<file path="src/rtl/msb_first_bit_packer_assert.svh">
`ifndef MSB_FIRST_BIT_PACKER_ASSERT_SVH
`define MSB_FIRST_BIT_PACKER_ASSERT_SVH

// same-cycle implication, sampled on clk, off while arst_n is low
`define BPK_ASSERT_NOW(label, ante, cons) \
	label: assert property (@(posedge clk) disable iff (!arst_n) (ante) |-> (cons)) \
		else $error("bit packer check failed");

// next-cycle implication, sampled on clk, off while arst_n is low
`define BPK_ASSERT_NEXT(label, ante, cons) \
	label: assert property (@(posedge clk) disable iff (!arst_n) (ante) |=> (cons)) \
		else $error("bit packer check failed");

`endif

</file>
<file path="src/rtl/bpk_pkg.sv">
package bpk_pkg;

	// fixed field widths of the channels
	localparam int CODE_BITS  = 32;
	localparam int WIDTH_BITS = 6;
	localparam int BYTE_BITS  = 8;

	// widest code accepted, larger widths are clipped to this
	localparam logic [WIDTH_BITS-1:0] CODE_MAX = 6'd32;

	typedef logic [0:0] op_t;

	localparam op_t OP_WRITE = 1'b0;
	localparam op_t OP_FLUSH = 1'b1;

	// job queue status seen by producer and consumer
	typedef struct packed {
		logic full;
		logic empty;
	} qstat_t;

endpackage

</file>
<file path="src/rtl/bpk_in_if.sv">
interface bpk_in_if import bpk_pkg::*; ();
	logic                  valid;
	logic                  ready;
	op_t                   operation;
	logic [CODE_BITS-1:0]  code_value;
	logic [WIDTH_BITS-1:0] code_width;

	modport source (output valid, operation, code_value, code_width, input ready);
	modport sink   (input valid, operation, code_value, code_width, output ready);
endinterface

</file>
<file path="src/rtl/bpk_out_if.sv">
interface bpk_out_if import bpk_pkg::*; ();
	logic                 valid;
	logic                 ready;
	logic [BYTE_BITS-1:0] out_byte;
	logic                 last_byte;

	modport source (output valid, out_byte, last_byte, input ready);
	modport sink   (input valid, out_byte, last_byte, output ready);
endinterface

</file>
<file path="src/rtl/bpk_queue.sv">
module bpk_queue import bpk_pkg::*; #(
	parameter int W     = 40,
	parameter int DEPTH = 2
) (
	input  logic         clk,
	input  logic         arst_n,
	input  logic         push,
	input  logic [W-1:0] wdata,
	input  logic         pop,
	output logic [W-1:0] rdata,
	output qstat_t       qstat
);

	// pointers wrap naturally, so DEPTH is a power of two
	localparam int AW = (DEPTH > 1) ? $clog2(DEPTH) : 1;
	localparam int CW = $clog2(DEPTH + 1);

	logic [W-1:0]  mem_q [DEPTH];
	logic [AW-1:0] wr_q;
	logic [AW-1:0] rd_q;
	logic [CW-1:0] cnt_q;

	assign qstat.full  = (cnt_q == CW'(DEPTH));
	assign qstat.empty = (cnt_q == '0);
	assign rdata       = mem_q[rd_q];

	// entry storage
	always_ff @(posedge clk) begin
		if (push) begin
			mem_q[wr_q] <= wdata;
		end
	end

	// pointers and occupancy
	always_ff @(posedge clk or negedge arst_n) begin
		if (!arst_n) begin
			wr_q  <= '0;
			rd_q  <= '0;
			cnt_q <= '0;
		end else begin
			if (push) begin
				wr_q <= AW'(wr_q + AW'(1));
			end
			if (pop) begin
				rd_q <= AW'(rd_q + AW'(1));
			end
			if (push && !pop) begin
				cnt_q <= CW'(cnt_q + CW'(1));
			end else if (pop && !push) begin
				cnt_q <= CW'(cnt_q - CW'(1));
			end
		end
	end

	`include "msb_first_bit_packer_assert.svh"

	`BPK_ASSERT_NOW(a_no_push_full, push, !qstat.full)
	`BPK_ASSERT_NOW(a_no_pop_empty, pop, !qstat.empty)

endmodule

</file>
<file path="src/rtl/bpk_front.sv">
module bpk_front import bpk_pkg::*; #(
	parameter int WORD_BITS = 32,
	parameter int NBW       = 3
) (
	input  logic                     clk,
	input  logic                     arst_n,
	bpk_in_if.sink                   codes,
	input  qstat_t                   qstat,
	output logic                     push,
	output logic [WORD_BITS+NBW-1:0] job
);

	localparam int FW     = $clog2(WORD_BITS + CODE_BITS + 1);
	localparam int EW     = WORD_BITS + CODE_BITS;
	localparam int NBYTES = WORD_BITS / BYTE_BITS;

	logic [WORD_BITS-1:0] acc_q;
	logic [FW-1:0]        fill_q;

	logic                  accept;
	logic [WIDTH_BITS-1:0] w_clip;
	logic [CODE_BITS:0]    mask;
	logic [CODE_BITS-1:0]  code_m;
	logic [EW-1:0]         codex;
	logic [EW-1:0]         shifted;
	logic [FW-1:0]         sum;
	logic [FW-1:0]         fill_n;
	logic [FW-1:0]         round_up;
	logic [WORD_BITS-1:0]  acc_n;
	logic [WORD_BITS-1:0]  job_word;
	logic [NBW-1:0]        job_n;
	logic                  job_req;

	assign codes.ready = !qstat.full;
	assign accept      = codes.valid && codes.ready;
	assign push        = accept && job_req;
	assign job         = {job_word, job_n};

	// classify the word and work out the next accumulator
	always_comb begin
		w_clip   = (codes.code_width > CODE_MAX) ? CODE_MAX : codes.code_width;
		mask     = ~({(CODE_BITS + 1){1'b1}} << w_clip);
		code_m   = codes.code_value & mask[CODE_BITS-1:0];
		codex    = EW'(code_m);
		sum      = FW'(fill_q) + FW'(w_clip);
		fill_n   = fill_q;
		acc_n    = acc_q;
		shifted  = '0;
		round_up = FW'(fill_q + FW'(7)) >> 3;
		job_word = acc_q;
		job_n    = round_up[NBW-1:0];
		job_req  = 1'b0;
		if (codes.operation == OP_FLUSH) begin
			job_req = (fill_q != '0);
			acc_n   = '0;
			fill_n  = '0;
		end else if (w_clip != '0) begin
			if (sum > FW'(WORD_BITS)) begin
				// word overflows: top part of code completes it, rest starts the next
				fill_n   = FW'(sum - FW'(WORD_BITS));
				shifted  = codex >> fill_n;
				job_word = acc_q | shifted[WORD_BITS-1:0];
				job_n    = NBW'(NBYTES);
				job_req  = 1'b1;
				shifted  = codex << FW'(FW'(WORD_BITS) - fill_n);
				acc_n    = shifted[WORD_BITS-1:0];
			end else begin
				fill_n  = sum;
				shifted = codex << FW'(FW'(WORD_BITS) - sum);
				acc_n   = acc_q | shifted[WORD_BITS-1:0];
			end
		end
	end

	// packing state
	always_ff @(posedge clk or negedge arst_n) begin
		if (!arst_n) begin
			acc_q  <= '0;
			fill_q <= '0;
		end else if (accept) begin
			acc_q  <= acc_n;
			fill_q <= fill_n;
		end
	end

endmodule

</file>
<file path="src/rtl/bpk_back.sv">
module bpk_back import bpk_pkg::*; #(
	parameter int WORD_BITS = 32,
	parameter int NBW       = 3
) (
	input  logic                     clk,
	input  logic                     arst_n,
	input  logic [WORD_BITS+NBW-1:0] head,
	input  qstat_t                   qstat,
	output logic                     pop,
	bpk_out_if.source                stream
);

	localparam int NBYTES = WORD_BITS / BYTE_BITS;

	logic [WORD_BITS-1:0] word_q;
	logic [NBW-1:0]       rem_q;
	logic                 ov_q;
	logic [BYTE_BITS-1:0] byte_q;
	logic                 last_q;

	logic                 advance;
	logic                 emit;
	logic                 last;
	logic [WORD_BITS-1:0] cur_word;
	logic [NBW-1:0]       cur_rem;

	assign stream.valid     = ov_q;
	assign stream.out_byte  = byte_q;
	assign stream.last_byte = last_q;

	// output register is free or being taken this cycle
	assign advance = !ov_q || stream.ready;

	// current job: the one in progress, else the queue head
	always_comb begin
		if (rem_q != '0) begin
			cur_word = word_q;
			cur_rem  = rem_q;
		end else if (!qstat.empty) begin
			cur_word = head[WORD_BITS+NBW-1:NBW];
			cur_rem  = head[NBW-1:0];
		end else begin
			cur_word = word_q;
			cur_rem  = '0;
		end
		emit = advance && (cur_rem != '0);
		last = (cur_rem == NBW'(1));
		pop  = emit && (rem_q == '0);
	end

	// byte serialiser
	always_ff @(posedge clk or negedge arst_n) begin
		if (!arst_n) begin
			rem_q <= '0;
			ov_q  <= 1'b0;
		end else begin
			if (emit) begin
				rem_q <= NBW'(cur_rem - NBW'(1));
			end
			if (advance) begin
				ov_q <= emit;
			end
		end
	end

	// payload, high byte first
	always_ff @(posedge clk) begin
		if (emit) begin
			word_q <= cur_word << BYTE_BITS;
			byte_q <= cur_word[WORD_BITS-1 -: BYTE_BITS];
			last_q <= last;
		end
	end

	`include "msb_first_bit_packer_assert.svh"

	`BPK_ASSERT_NEXT(a_last_drains, emit && last, rem_q == '0)
	`BPK_ASSERT_NOW(a_rem_bound, rem_q != '0, rem_q < NBW'(NBYTES))

endmodule

</file>
<file path="src/rtl/msb_first_bit_packer.sv">
// MSB-first variable-length bit packer. Each write word appends the low
// code_width bits of code_value (width clipped to 32, zero width ignored) to a
// WORD_BITS accumulator, top bit first; when a write would take the fill past
// WORD_BITS the completed word leaves as WORD_BITS/8 bytes, high byte first,
// and the leftover code bits start the next word. A flush word sends the bytes
// that hold valid bits and clears the packer. last_byte marks the final byte
// caused by one input word. Input words are accepted one per cycle while the
// two-entry job queue between the packing front end and the byte serialiser
// has room. The serialiser sends one byte per cycle while the receiver is
// ready, so sustained throughput is set by that byte serialiser. WORD_BITS
// must be a multiple of 8 and at least 32; the block does not check this.
module msb_first_bit_packer import bpk_pkg::*; #(
	parameter int WORD_BITS = 32
) (
	input  logic      clk,
	input  logic      arst_n,
	bpk_in_if.sink    codes,
	bpk_out_if.source stream
);

	localparam int NBW = $clog2(WORD_BITS / BYTE_BITS + 1);
	localparam int JW  = WORD_BITS + NBW;

	logic          push;
	logic          pop;
	logic [JW-1:0] job;
	logic [JW-1:0] head;
	qstat_t        qstat;

	// packing front end
	bpk_front #(
		.WORD_BITS (WORD_BITS),
		.NBW       (NBW)
	) u_front (
		.clk    (clk),
		.arst_n (arst_n),
		.codes  (codes),
		.qstat  (qstat),
		.push   (push),
		.job    (job)
	);

	// job queue between the two halves
	bpk_queue #(
		.W     (JW),
		.DEPTH (2)
	) u_queue (
		.clk    (clk),
		.arst_n (arst_n),
		.push   (push),
		.wdata  (job),
		.pop    (pop),
		.rdata  (head),
		.qstat  (qstat)
	);

	// byte serialiser
	bpk_back #(
		.WORD_BITS (WORD_BITS),
		.NBW       (NBW)
	) u_back (
		.clk    (clk),
		.arst_n (arst_n),
		.head   (head),
		.qstat  (qstat),
		.pop    (pop),
		.stream (stream)
	);

endmodule

</file>
<file path="src/flat_wrapper.sv">
// flat-port wrapper written by rule: the top's interface ports become plain ports
module msb_first_bit_packer_flat import bpk_pkg::*;
#(
	parameter int WORD_BITS = 32
)
  (clk, arst_n, codes_valid, codes_operation, codes_code_value, codes_code_width, codes_ready, stream_valid, stream_out_byte, stream_last_byte, stream_ready);
  bpk_in_if codes_i ();
  bpk_out_if stream_i ();
  input  logic clk;
  input  logic arst_n;
  input wire logic [$bits(codes_i.valid)-1:0] codes_valid;
  input wire logic [$bits(codes_i.operation)-1:0] codes_operation;
  input wire logic [$bits(codes_i.code_value)-1:0] codes_code_value;
  input wire logic [$bits(codes_i.code_width)-1:0] codes_code_width;
  output wire logic [$bits(codes_i.ready)-1:0] codes_ready;
  output wire logic [$bits(stream_i.valid)-1:0] stream_valid;
  output wire logic [$bits(stream_i.out_byte)-1:0] stream_out_byte;
  output wire logic [$bits(stream_i.last_byte)-1:0] stream_last_byte;
  input wire logic [$bits(stream_i.ready)-1:0] stream_ready;
  assign codes_i.valid = codes_valid;
  assign codes_i.operation = codes_operation;
  assign codes_i.code_value = codes_code_value;
  assign codes_i.code_width = codes_code_width;
  assign codes_ready = codes_i.ready;
  assign stream_valid = stream_i.valid;
  assign stream_out_byte = stream_i.out_byte;
  assign stream_last_byte = stream_i.last_byte;
  assign stream_i.ready = stream_ready;
  msb_first_bit_packer #(.WORD_BITS(WORD_BITS)) u_core (.clk(clk), .arst_n(arst_n), .codes(codes_i), .stream(stream_i));
endmodule
</file>
<file path="config.mk">
export PLATFORM = sky130hd
export DESIGN_NAME = msb_first_bit_packer_flat
export DESIGN_NICKNAME = d
export VERILOG_FILES = /design/src/rtl/bpk_pkg.sv /design/src/rtl/bpk_in_if.sv /design/src/rtl/bpk_out_if.sv /design/src/rtl/bpk_queue.sv /design/src/rtl/bpk_front.sv /design/src/rtl/bpk_back.sv /design/src/rtl/msb_first_bit_packer.sv /design/src/flat_wrapper.sv
export VERILOG_INCLUDE_DIRS = /design/src /design/src/rtl
export SDC_FILE = /design/constraint.sdc
export NUM_CORES = 1
export LEC_CHECK = 0
export ABC_AREA = 0
export BUFFER_PORTS_ARGS = -buffer_cell sky130_fd_sc_hd__buf_2
export CELL_PAD_IN_SITES_DETAIL_PLACEMENT = 0
export CELL_PAD_IN_SITES_GLOBAL_PLACEMENT = 1
export CORE_AREA = 2 2 146 148
export DETAILED_ROUTE_END_ITERATION = 6
export DIE_AREA = 0 0 148 150
export GPL_TIMING_DRIVEN = 0
export PLACE_DENSITY_LB_ADDON = 0.1
export RECOVER_POWER = 50
export SYNTH_ARGS = -nofsm -noshare
export SYNTH_HDL_FRONTEND = slang
export SYNTH_HIERARCHICAL = 1
export SYNTH_SLANG_ARGS = --single-unit
</file>
<file path="constraint.sdc">
create_clock -name clk -period 13.2 [get_ports clk]
set_input_delay 2.64 -clock clk [delete_from_list [all_inputs] [get_ports clk]]
set_output_delay 2.64 -clock clk [all_outputs]
set_load 0.05 [all_outputs]
</file>
==> results of run 1 <==
-- Yosys cell counts (10+ instances only) --
| cell type | instances | area share (%) |
|---|---|---|
| buf_2 | 30 | 1.4 |
| nor2b_1 | 17 | 0.97 |
| o22ai_1 | 16 | 0.91 |
| o21ai_0 | 75 | 3.4 |
| mux2_4 | 29 | 4.0 |
| nand2_1 | 89 | 3.0 |
| dfrtp_1 | 47 | 11 |
| mux2i_1 | 33 | 3.0 |
| mux2_2 | 35 | 3.6 |
| o31ai_1 | 10 | 0.69 |
| edfxtp_1 | 103 | 28 |
| and2_1 | 19 | 1.1 |
| a21o_1 | 19 | 1.3 |
| nor3_1 | 15 | 0.69 |
| clkbuf_1 | 36 | 1.2 |
| inv_1 | 23 | 0.79 |
| o211ai_1 | 17 | 1.2 |
| a221o_1 | 14 | 1.3 |
| a21oi_1 | 77 | 3.5 |
| nand3_1 | 31 | 1.4 |
| a32o_1 | 13 | 1.2 |
| ha_1 | 12 | 1.4 |
| a211oi_1 | 21 | 1.4 |
| nor2_1 | 76 | 2.6 |
-- worst max path at each step --
| stage | to | slack [ns] | cells after the start |
|---|---|---|---|
| global route | u_core/u_queue/mem_q[1][9] | 3.28 | 20 |
| floorplan | u_core/u_queue/mem_q[0][0] | 5.35 | 17 |
| global placement | u_core/u_queue/mem_q[0][28] | 3.17 | 18 |
| CTS | u_core/u_front/acc_q[25] | 5.00 | 20 |
| finish | u_core/u_front/acc_q[25] | 3.70 | 19 |
| detailed placement | u_core/u_front/acc_q[25] | 4.56 | 20 |
-- cells by family (layout without fill, tap and decap cells) --
group	after synthesis	after routing	synth area share [%]
and+or+nand+nor	305	305	13.8
buffers and inverters	113	202	5.28
AOI/OAI and AO/OA	393	393	26.2
xor gates and xnor gates	19	19	1.86
DFF	150	150	39.0
adders and majority gates	13	13	1.55
muxes	108	108	12.3
-- per-layer routing --
| layer | GRT usage [%] | share of wire (%) | wire length (um) | vias up |
|---|---|---|---|---|
| met3 | 4.79 | 6.8 | 2640 | 115 |
| met1 | 44.9 | 40 | 15600 | 4769 |
| met2 | 58.8 | 47 | 18200 | 509 |
| met4 | 21.0 | 6.6 | 2600 | 0 |
| li1 | - | - | - | 4426 |
| met5 | 0 | 0 | 0 | - |
-- sequential cells by signal, indices dropped and copies added (netlist names) --
register / count
u_core/u_front/acc_q: 32
u_core/u_queue/cnt_q: 2
u_core/u_queue/rd_q: 1
u_core/u_back/rem_q: 3
u_core/u_queue/mem_q: 70
u_core/u_back/word_q: 24
u_core/u_front/fill_q: 7
u_core/u_queue/wr_q: 1
u_core/u_back/stream.out_byte: 8
u_core/u_back/stream.valid: 1
u_core/u_back/stream.last_byte: 1
-- critical path, cell delays in order --
cell and delay (ns):
clkbuf_1 0.33, clkbuf_1 0.45, clkbuf_1 0.48, clkbuf_1 0.48, clkbuf_1 0.53, nor2b_1 0.10
ha_1 0.30, clkbuf_1 0.38, clkinv_1 0.46, clkbuf_1 0.41, clkbuf_1 0.36, ha_1 0.44
clkbuf_1 0.43, clkbuf_1 0.39, clkbuf_1 0.48, mux2i_1 0.26, a221oi_1 0.65, a211oi_1 0.17
nor2_1 0.11
-- per-stage QoR --
stage | worst slack (ns) | cell area, um2 | hold slack (ns)
final | 3.70 | 12100 | 0.494
after detailed placement | 4.56 | 11600 | 0.484
after floorplan | 5.35 | 11000 | 0.444
after CTS | 5.00 | 12300 | 0.500
after global routing | 3.28 | 12100 | 0.523
after global placement | 3.17 | 11600 | 0.471
-- cell usage in the layout, fill, tap and decap left out, drive strengths merged, types with 22 or more instances in the layout --
cell type,count
inv,32
edfxtp,103
a21oi,77
a211oi,22
mux2,69
dfrtp,47
nor2,78
mux2i,33
o21ai,78
clkbuf,76
buf,84
nand2,89
nand3,31
-- final cells by class --
class	count	area, um2	share of cell area, %
plain buffers	87	442	3.64
clock buffers	17	425	3.51
clock inverters	15	196	1.62
inverters	26	97.6	0.805
multi-input cells	838	6070	50.0
flip-flops and latches	150	4270	35.2
well taps	275	344	2.84
repair buffers	57	290	2.39
==> summary.txt, run 1 <==
Global routing
  • Initial antenna violation count: 0
  • Via count of the first global-routing pass: 9573
  • Grt ovf: 0
  • First-pass GRT wire length: 59000 um
  • Overall Global Routing Usage: 35.6%
  • Pin count of the biggest net entering global routing: 48

Critical path
  • Critical path type: input pin to register
  • Critical path data arrival time: 9.86 ns
  • R2r endpoint: u_core/u_front/acc_q[25]
  • Reg2reg start: u_core/u_front/fill_q[0]
  • Worst Setup End Kind: register
  • CP required: 13.56 ns
  • Worst Path Max Fanout: 10
  • Worst reg-to-reg setup slack: 7.89 ns
  • Setup crit start kind: input pin
  • Crit path from: codes_code_width[5]
  • Worst R2R Path Depth: 13

CTS
  • Inserted Clock Buffers: 17
  • Root Buffer: clkbuf_16
  • Setup repair bufs after CTS: 0
  • CTS Hold Bufs: 0
  • CTS Sinks: 150
  • Cells resized by post-CTS repair: 0
  • Reg clk slew, reported paths: 0.07 ns
  • Worst-Skew Late Latency: 0.43 ns
  • # H-tree levels: 4
  • Clk buf depth: 2
  • CTS tree: built

Run status
  • Outcome: finished, violations left
  • Failing checks: max-capacitance violations, max-slew violations

Timing
  • Fmax: 0.105 GHz
  • Slew margin rel.: -79.1%
  • Slew Viols, Final: 79
  • Fin. Hold Viols: 0
  • Worst slew pin tran: 2.69 ns
  • Post-route setup TNS: 0 ns
  • RSZ-0062 raised after global routing: no
  • Period utilization: 72.0%
  • Min Tclk post-route: 9.50 ns
  • Setup-failing EPs final: 0
  • Fin Clk Skew: 0.0128 ns

Layout
  • Nets: 1233
  • Syn-to-layout area delta: 10.7%
  • Utilization after layout: 58.6%
  • Fillcell total: 1863
  • Share of layout cells above drive strength 1: 17.8%
  • Number of antenna diodes: 0
  • Final cell count without fillers: 1465

Floorplanning
  • Boundary Pins: 54
  • Area of the die: 22200 um2
  • Starting Density: 52.9%
  • Die Span Y: 150 um
  • Core area: 20700 um2
  • Row count: 53
  • Die Width: 148 um

Drt
  • Drt total wl: 39100 um
  • 1st-pass router iterations: 6
  • First DRT Iteration DRCs: 976
  • Drt drc: 0
  • Routed vias: 9819
  • Drt wl/cell: 26.7 um
  • Post-DRT Antenna Nets: 0
  • Via-to-Cell Ratio: 6.70

Logic synthesis
  • Synth Net Count: 1157
  • #FFs+latches synth: 150
  • Seq/Total Area, Yosys: 39.0%
  • Mapped Area: 11000 um2
  • Async S/R FF share, synth: 31.3%
  • Distinct cells, synth: 103
  • Post-synthesis area per instance: 9.95 um2
  • Post-Syn Instances: 1101
  • Post-synth EDFFs: 103
  • YS warnings: 6
  • Most common flop cell mapped by yosys: edfxtp_1

Min path
  • Startpoint of the worst hold path: u_core/u_queue/wr_q
  • Hold endpoint: u_core/u_queue/wr_q
  • Hold Path Depth: 1
  • Worst hold path class: register to register

Placement
  • HPWL after detailed placement: 30400 um
  • DP Cell Count: 1432
  • Gp weighted congestion: 1.04
  • Port-buffer cells: 52

Job
  • Maxcap violations: 2
Power of run 1 is left out: the tool's default activity adds up to more than one toggle a clock period on the data nets, which glitch-free logic cannot reach.
==> inputs of run 2 (changes only) <==
--- a/config.mk
+++ b/config.mk
@@ -10,9 +10,9 @@
 export BUFFER_PORTS_ARGS = -buffer_cell sky130_fd_sc_hd__buf_2
 export CELL_PAD_IN_SITES_DETAIL_PLACEMENT = 0
 export CELL_PAD_IN_SITES_GLOBAL_PLACEMENT = 1
-export CORE_AREA = 2 2 146 148
+export CORE_AREA = 2 2 152 154
 export DETAILED_ROUTE_END_ITERATION = 6
-export DIE_AREA = 0 0 148 150
+export DIE_AREA = 0 0 154 156
 export GPL_TIMING_DRIVEN = 0
 export PLACE_DENSITY_LB_ADDON = 0.1
 export RECOVER_POWER = 50
==> constraint.sdc (replaced) <==
create_clock -name clk -period 9.3 [get_ports clk]
set_input_delay 1.86 -clock clk [delete_from_list [all_inputs] [get_ports clk]]
set_output_delay 1.86 -clock clk [all_outputs]
set_load 0.05 [all_outputs]
==> summary.txt, run 2 (synthesis results as in run 1) <==
Drt
  • First DRT Iteration DRCs: 888 (-9.0%)
  • Via-to-Cell Ratio: 6.60 (-1.5%)
  • Routed vias: 9725 (-0.96%)
  • Post-DRT Antenna Nets: 0 (unchanged)
  • 1st-pass router iterations: 5 (-1)
  • Drt wl/cell: 27.0 um (+1.3%)
  • Drt drc: 0 (unchanged)
  • Drt total wl: 39800 um (+1.9%)

Min path
  • Worst hold path class: register to register

Critical path
  • CP Cell Sequence: clkbuf_1 -> clkbuf_1 -> buf_6 -> clkbuf_1 -> clkbuf_1 -> nor2b_1 -> ha_1 -> buf_2 -> clkinv_1 -> clkbuf_1 -> clkbuf_1 -> ha_1 -> nand2_1 -> a21oi_1 -> a41oi_1 -> clkbuf_1 -> nand4_1 -> nor2_1 -> a21o_1
  • Critical path depth in cells: 19 (unchanged)
  • CP Capture Point: u_core/u_queue/mem_q[1][28]
  • Worst reg-to-reg setup slack: 4.14 ns (-3.75 ns)
  • Critical path data arrival time: 8.51 ns (-1.35 ns)
  • Cell mode on critical path: clkbuf_1
  • Worst Setup End Kind: register
  • Setup crit start kind: input pin
  • Worst Path Max Fanout: 10 (unchanged)
  • Reg2reg start: u_core/u_front/fill_q[0]
  • Top delay family on crit path: buffers and inverters
  • Critical path type: input pin to register
  • CP required: 9.57 ns (-3.99 ns)
  • Crit path from: codes_code_width[5]
  • Worst R2R Path Depth: 13 (unchanged)
  • R2r endpoint: u_core/u_queue/mem_q[1][28]
  • Critical-path top delay cell: clkbuf_1
  • Crit path largest cell delay: 0.58 ns (-0.07 ns)
  • Buf/Inv on CP: 10 (-2)

Layout
  • Nets: 1231 (-0.16%)
  • Fillcell total: 2091 (+12%)
  • Commonest non-fill, non-tap cell in the layout: edfxtp_1
  • Regs by FF count: u_core/u_queue/mem_q (70), u_core/u_front/acc_q (32), u_core/u_back/word_q (24)
  • Most frequent cells in the layout: 103 x edfxtp_1, 89 x nand2_1, 77 x nor2_1, 77 x a21oi_1, 75 x o21ai_0
  • Largest Register: u_core/u_queue/mem_q
  • Share of layout cells above drive strength 1: 18.1% (+0.28 points)
  • Syn-to-layout area delta: 10.9%
  • Max reg flops: 70 (unchanged)
  • Number of antenna diodes: 0 (unchanged)

Floorplanning
  • Starting Density: 49.0% (-4.0 points)
  • Boundary Pins: 54 (unchanged)
  • Row count: 55 (+3.8%)
  • Die Width: 154 um (+4.1%)
  • Area of the die: 24000 um2 (+8.2%)
  • Core area: 22400 um2 (+8.1%)
  • Die Span Y: 156 um (+4.0%)

Global routing
  • Pin count of the biggest net entering global routing: 48 (unchanged)
  • Grt ovf: 0 (unchanged)
  • Via count of the first global-routing pass: 9523 (-0.52%)
  • First-pass GRT wire length: 59700 um (+1.3%)
  • Overall Global Routing Usage: 33.5% (-2.1 points)
  • Initial antenna violation count: 0 (unchanged)

Run status
  • Failing checks: max-capacitance violations, max-slew violations
  • Outcome: finished, violations left

Timing
  • Fin. Hold Viols: 0 (unchanged)
  • Fin Clk Skew: 0.0154 ns (+0.00260 ns)
  • Min Tclk post-route: 8.23 ns
  • Worst slew pin tran: 2.75 ns (+0.0594 ns)
  • Slew Viols, Final: 78 (-1.3%)
  • RSZ-0062 raised after global routing: no
  • Setup-failing EPs final: 0 (unchanged)
  • Fmax: 0.121 GHz
  • Period utilization: 88.5%
  • Min Hold Slack: 0.502 ns (+0.00735 ns)
  • Slew margin rel.: -83.1% (-4.0 points)

CTS
  • # H-tree levels: 4 (unchanged)
  • CTS Sinks: 150 (unchanged)
  • Setup repair bufs after CTS: 0 (unchanged)
  • CTS Hold Bufs: 0 (unchanged)
  • CTS tree: built
  • Inserted Clock Buffers: 17 (unchanged)
  • Root Buffer: clkbuf_16
  • Cells resized by post-CTS repair: 0 (unchanged)
  • Clk buf depth: 2 (unchanged)
  • Worst-Skew Late Latency: 0.42 ns (about the same)
  • Reg clk slew, reported paths: 0.07 ns (about the same)

Job
  • Maxcap violations: 2 (unchanged)

Placement
  • Port-buffer cells: 52 (unchanged)
  • Gp weighted congestion: 1.01 (-2.8%)
  • HPWL after detailed placement: 31000 um (+2.0%)
run 2: cell count changes in the layout (fill, tap and decap cells not counted), sizes merged:
cell      before  now
clkinv         9    6
clkbuf        76   74
clkinvlp       0    2
inv           32   33
run 2: final cells by class:
class,instances,area (um2),area share (%)
inverter,26,97.6,0.804
buffer,87,450,3.71
tap,285,357,2.94
clock buffer,17,425,3.50
sequential,150,4270,35.2
clock inverter,15,174,1.43
multi-input combinational,838,6080,50.1
timing repair buffer,55,285,2.35
run 2: stage by stage:
step	worst slack [ns]	instance area, um2	util [%]	cells	setup TNS (ns)
after CTS	1.81	12300	54.8	1473	0
after floorplan	2.23	11000	-	1101	0
after global routing	0.706	12100	54.3	1473	0
final	1.07	12100	54.3	1473	0
after global placement	-0.0523	11600	51.7	1438	-1.68
after detailed placement	1.40	11700	52.1	1441	0
run 2: worst min-delay path by stage:
| stage | start | end | slack (ns) | depth (start not counted) |
|---|---|---|---|---|
| final | u_core/u_front/acc_q[6] | u_core/u_front/acc_q[6] | 0.50 | 2 |
| after global routing | u_core/u_queue/cnt_q[1] | u_core/u_queue/cnt_q[1] | 0.52 | 1 |
| after CTS | u_core/u_queue/cnt_q[1] | u_core/u_queue/cnt_q[1] | 0.50 | 1 |
| after detailed placement | u_core/u_queue/cnt_q[1] | u_core/u_queue/cnt_q[1] | 0.48 | 1 |
| after global placement | u_core/u_queue/wr_q | u_core/u_queue/wr_q | 0.47 | 1 |
| after floorplan | u_core/u_front/acc_q[19] | u_core/u_front/acc_q[19] | 0.44 | 2 |
run 2: layer usage:
layer,routed length (um),track usage (%),part of all wire [%],up-vias
met5,0,0,0,-
met4,2330,19.4,5.9,0
met3,2360,4.33,5.9,99
met2,18900,56.0,48,466
met1,16200,42.1,41,4734
li1,-,-,-,4426
run 2: worst min-delay path, cell delays in order (launching register included):
cell	delay (ns)
dfrtp_1	0.36
nand2_1	0.05
o31ai_1	0.06
Power of run 2 is left out for the same reason.
